==> src/rtl/tsi_pkg.sv <==
// ----------------------------------------------------------------------------
// tsi_pkg
// Shared types and constants for the threshold set intersection block.
// ----------------------------------------------------------------------------
`timescale 1ns / 1ps
`default_nettype none

package tsi_pkg;

    localparam int MAX_DEGREE_DEF = 1024;
    localparam int ID_W           = 31;
    localparam int THR_W          = 11;
    // count starts at this value; bounds start at list length plus this value
    localparam int BASE_COUNT     = 2;

    typedef enum logic [1:0] {
        MODE_APPEND_U = 2'd0,
        MODE_APPEND_V = 2'd1,
        MODE_START    = 2'd2,
        MODE_NONE     = 2'd3
    } mode_t;

    typedef enum logic [1:0] {
        ST_IDLE,
        ST_FETCH,
        ST_CMP,
        ST_DONE
    } state_t;

    typedef struct packed {
        logic start;
        logic append;
        logic check_end;
        logic step;
        logic load_out;
    } cmd_t;

    typedef struct packed {
        logic list_end;
        logic stop;
        logic out_busy;
    } sts_t;

endpackage

`default_nettype wire

==> src/rtl/tsi_ctrl.sv <==
// ----------------------------------------------------------------------------
// tsi_ctrl
// Controller: sequences list loading, the merge walk and the result hand-off.
// ----------------------------------------------------------------------------
`timescale 1ns / 1ps
`default_nettype none

module tsi_ctrl (
    input  wire logic         aclk,
    input  wire logic         aresetn,
    input  wire logic         s_valid,
    input  wire logic [1:0]   s_mode,
    output logic              s_ready,
    input  wire logic         m_ready,
    input  wire tsi_pkg::sts_t sts,
    output tsi_pkg::cmd_t     cmd
);

    tsi_pkg::state_t state_reg, state_next;

    always_ff @(posedge aclk) begin
        if (!aresetn) begin
            state_reg <= tsi_pkg::ST_IDLE;
        end else begin
            state_reg <= state_next;
        end
    end

    always_comb begin
        state_next = state_reg;
        unique case (state_reg)
            tsi_pkg::ST_IDLE: begin
                if (s_valid && tsi_pkg::mode_t'(s_mode) == tsi_pkg::MODE_START) begin
                    state_next = tsi_pkg::ST_FETCH;
                end
            end
            tsi_pkg::ST_FETCH: begin
                state_next = sts.list_end ? tsi_pkg::ST_DONE : tsi_pkg::ST_CMP;
            end
            tsi_pkg::ST_CMP: begin
                state_next = sts.stop ? tsi_pkg::ST_DONE : tsi_pkg::ST_FETCH;
            end
            tsi_pkg::ST_DONE: begin
                if (!sts.out_busy || m_ready) begin
                    state_next = tsi_pkg::ST_IDLE;
                end
            end
            default: state_next = tsi_pkg::ST_IDLE;
        endcase
    end

    always_comb begin
        s_ready = 1'b0;
        cmd     = '0;
        unique case (state_reg)
            tsi_pkg::ST_IDLE: begin
                s_ready = 1'b1;
                if (s_valid) begin
                    unique case (tsi_pkg::mode_t'(s_mode))
                        tsi_pkg::MODE_START: cmd.start = 1'b1;
                        tsi_pkg::MODE_APPEND_U,
                        tsi_pkg::MODE_APPEND_V: cmd.append = 1'b1;
                        default: ;
                    endcase
                end
            end
            tsi_pkg::ST_FETCH: cmd.check_end = 1'b1;
            tsi_pkg::ST_CMP:   cmd.step = 1'b1;
            tsi_pkg::ST_DONE:  cmd.load_out = !sts.out_busy || m_ready;
            default: ;
        endcase
    end

endmodule

`default_nettype wire

==> config.mk <==
export PLATFORM = sky130hd
export DESIGN_NAME = tsi_ctrl
export DESIGN_NICKNAME = d
export VERILOG_FILES = /design/src/rtl/tsi_pkg.sv /design/src/rtl/tsi_ctrl.sv
export SDC_FILE = /design/constraint.sdc
export NUM_CORES = 1
export LEC_CHECK = 0
export BUFFER_PORTS_ARGS = -buffer_cell sky130_fd_sc_hd__buf_2
export CORE_AREA = 2 2 39 41
export DETAILED_ROUTE_END_ITERATION = 8
export DIE_AREA = 0 0 41 43
export MAX_ROUTING_LAYER = met4
export PLACE_DENSITY_LB_ADDON = 0.25
export REMOVE_ABC_BUFFERS = 1
export SLEW_MARGIN = 0
export SYNTH_ARGS = -nofsm -noshare
export SYNTH_HDL_FRONTEND = slang
export SYNTH_SLANG_ARGS = --single-unit
==> constraint.sdc <==
create_clock -name aclk -period 1.01 [get_ports aclk]
set_input_delay 0.0505 -clock aclk [delete_from_list [all_inputs] [get_ports aclk]]
set_output_delay 0.0505 -clock aclk [all_outputs]
set_load 0.03 [all_outputs]
# [Yosys cells after proc, flatten, opt, wreduce, memory -nomap -nowiden]
# Cells that the tools add are included.
[op_classes] n_reduce_logical=7 n_eq_ne=7 n_mux=13
[op_table] operator="two-way mux 2 bit" count=5
[op_table] operator="case mux 2 bit (4 select lines)" count=1
[op_table] operator="two-way mux 1 bit" count=7
[op_table] operator="== test 2 bit (second input constant)" count=3
[op_table] operator="== test 2 x 1 -> 1 bit (second input constant)" count=2
[op_table] operator="zero test 2 bit" count=2
[op_table] operator="!= test 2 bit (second input constant)" count=2
[op_table] operator="AND reduction 2 bit" count=1
[op_table] operator="OR reduction 2 bit" count=1
[op_table] operator="logical AND 1 bit" count=1
[op_table] operator="zero test 1 bit" count=1
[op_table] operator="logical OR 1 bit" count=1
[totals] inputBits=9 regBits=2

# [Longest topological paths before layout]
[depth] ltp_word=5 ltp_mapped=2

# [Least setup slack after synthesis]
# Ideal clock, no wire load.
[synth_path] path_kind="reg2out" start="register state_reg[0]" end="output port cmd[3] (netlist name)" t_arrival_ns=1.429 stages_incl_launch_ff=2 slack_ns=-0.469 path_buffers=0 cell_sequence="dfxtp_1 -> nor4b_1"
[synth_rtl] item="start: declaration" line_no="tsi_ctrl.sv:19" rtl="tsi_pkg::state_t state_reg, state_next;"
[synth_rtl] item="start signal: assignment" line_no="tsi_ctrl.sv:23" rtl="state_reg <= tsi_pkg::ST_IDLE;"
[synth_rtl] item="start signal: assignment" line_no="tsi_ctrl.sv:25" rtl="state_reg <= state_next;"
[synth_rtl] item="end: declaration" line_no="tsi_ctrl.sv:16" rtl="output tsi_pkg::cmd_t cmd"

==> out/metrics.yaml <==
clock_network:
  worstSkewPairLatency_ns: 0.22
  clock_sinks: 2
  max-clock-path-buffers: 2
  cts.clk_slew.worst_paths_ns: 0.03
  h-tree-depth: 1
  cts_root_buf: "clkbuf_4"
  numCtsBuffers: 3
  hold_buffers: 0
  cts_tree: "yes"
global_route:
  grt_pass1_wl_um: 717
  grt_antenna_before_repair: 0
  grt_use_total: 0.0656
  grt-ovfl-total: 0
  grt_max_degree: 9
  grt_pass1_vias: 192
layout:
  multi_input_area_um2: 126
  synthToLayoutAreaGrowth_pct: 124
  fillers: 153
  drive_above_1_share: 0.735
  fin_util: 0.235
  largest_reg_flops: 2
  final_nets: 45
  seq_area_um2: 47.5
  diodes: 0
die:
  core.rowCount: 14
  pin_count: 15
  dieArea_mm2: 0.00176
  core_mm2: 0.00138
  die_h_um: 43
  initial_core_util: 0.105
  die_x_um: 41
run_status:
  status: "finished with violations"
  violations: "setup timing"
pwr:
  p_int_uw: 268
  p_sw_frac: 0.298
  p_leak_uw: 0.000151
  clock_power_share: 0.456
  p_comb_frac: 0.288
  power_density_mw_per_mm2: 1170
  power.share.sequential: 0.256
  irDropWorstVdd_mv: 0.340
  p_switching_uw: 114
  power_uw: 381
setup_path:
  cp.buffers_inverters: 1
  critPathLaunch: "state_reg[1]"
  required_ns: 0.96
  cp_data_arrival_time_ns: 1.02
  critPathTopFamily: "flip-flops"
  cp_slowest_cell: "dfxtp_4"
  r2r-start: "state_reg[1]"
  worstPathCellList: "nor2_4, and4b_1, buf_6"
  max_stage_delay_ns: 0.36
  crit_path_start_kind: "register"
  worstSetupPathType: "reg2out"
  cp-end-kind: "primary output"
  worstPathMaxFanout: 7
drt:
  via_count: 191
  vias_per_cell: 3.82
  drtIter0Drc: 0
  routedWlPerCell_um: 9.68
  drtPass1Iterations: 1
  drc: 0
  antenna_left: 0
  drt_wl_total_um: 484
yosys:
  yosysUniqueCellTypes: 14
  yosysTopAreaCell: "dfxtp_1"
  synth_top_cell_area_share: 0.276
  ys_warn_count: 0
  syn_area_um2: 145
  synth.area.top_cells: "dfxtp_1, a221oi_2, nand4bb_1"
  synth-seq-area-share: 0.276
  ys_ff_latch: 2
  syn_avg_cell_area_um2: 9.07
  netlist_instances: 16
sta:
  worst_pin_slew_ns: 0.203
  fin_crit_ns: 1.08
  maxSlewViolCount: 0
  skew_ns: 0.00108
  rsz0062_at_grt: "true"
  hold_viol_final: 0
  min_period_over_period: 1.06
  finalSetupViolCount: 3
  slew_headroom: 0.864
  clock.fmax_ghz: 0.930
  setup_ws_ns: -0.0652
placed_design:
  gp_congestion: 0.606
  portBuffers: 14
  place_ws_ns: 0.0245
hold_path:
  min_from: "aresetn"
  hold_path_class: "in2reg"
run:
  cap_violations: 0
## cell usage in the layout, fill, tap and decap left out
master     count
a211oi_1       1
a21oi_1        2
a221oi_2       1
and2_4         2
and2b_1        1
and4b_1        1
buf_2          9
buf_4          2
buf_6          4
clkbuf_4       3
dfxtp_4        2
inv_1          1
nand2b_1       1
nand4bb_1      1
nor2_4         1
nor2b_1        1
nor4b_4        1
## repair_timing
| action | in CTS | in global routing |
|---|---|---|
| pin swaps | 4 | 2 |
| gates resized for setup | 15 | 4 |
| setup buffers | 1 | 0 |
| setup endpoints to repair | 5 | 5 |
## final timing paths
path	to	slack [ns]	depth (start not counted)
max	cmd[4]	-0.07	3
min	state_reg[0]	0.08	3
max reg2reg	state_reg[0]	0.04	3
min reg2reg	state_reg[1]	0.60	2
## power by group through the flow
stage	registers, uW	logic (uW)	clock network [uW]
after floorplan	92.3	56.9	0
after global placement	93.8	90.1	0
after detailed placement	94.6	89.0	0
after CTS	95.7	104	189
after global routing	99.3	119	187
final	97.6	110	174
## worst reg2reg max path, cell delays in order, from the launching register on
cell	delay (ns)
dfxtp_4	0.36
and2_4	0.17
buf_4	0.13
a221oi_2	0.22
## stage by stage
step | cells | hold slack (ns) | setup TNS [ns] | area (um2)
after floorplan | 16 | 0.196 | -0.763 | 145
after detailed placement | 46 | 0.314 | 0 | 235
after global placement | 46 | 0.314 | 0 | 235
after CTS | 50 | 0.0642 | -0.213 | 314
after global routing | 50 | 0.0895 | -0.376 | 325
final | 50 | 0.0752 | -0.185 | 325
## layout make-up
class / count / area share
inverter: 1 / 0.0115
sequential: 2 / 0.146
multi-input combinational: 13 / 0.388
clock buffer: 3 / 0.0692
tap: 16 / 0.0615
timing repair buffer: 15 / 0.323
## metal layers
metal | routed length (um) | vias up | global-route usage
met4 | 0 | 0 | 0.0800
li1 | - | 96 | -
met3 | 71 | 0 | 0.0157
met2 | 195 | 14 | 0.0688
met1 | 216 | 81 | 0.0860
met5 | 0 | - | -
## synthesized netlist by cell type
cell type and n:
nand4bb_1 1, inv_1 1, dfxtp_1 2, and4b_1 1, and2_4 1, nor2_1 1
a21oi_1 2, and2b_1 1, and2_1 1, nor4b_1 1, nor2b_1 1, a211oi_1 1
a221oi_2 1, nand2b_1 1
## cells by family (layout without fill, tap and decap cells)
| logic type | count (synthesis) | count (layout) | share of synthesized area |
|---|---|---|---|
| compound gates | 4 | 4 | 0.224 |
| buf+inv | 1 | 19 | 0.0258 |
| flops | 2 | 2 | 0.276 |
| simple gates | 9 | 9 | 0.474 |
Note: power is estimated with default switching activity, not from simulation.
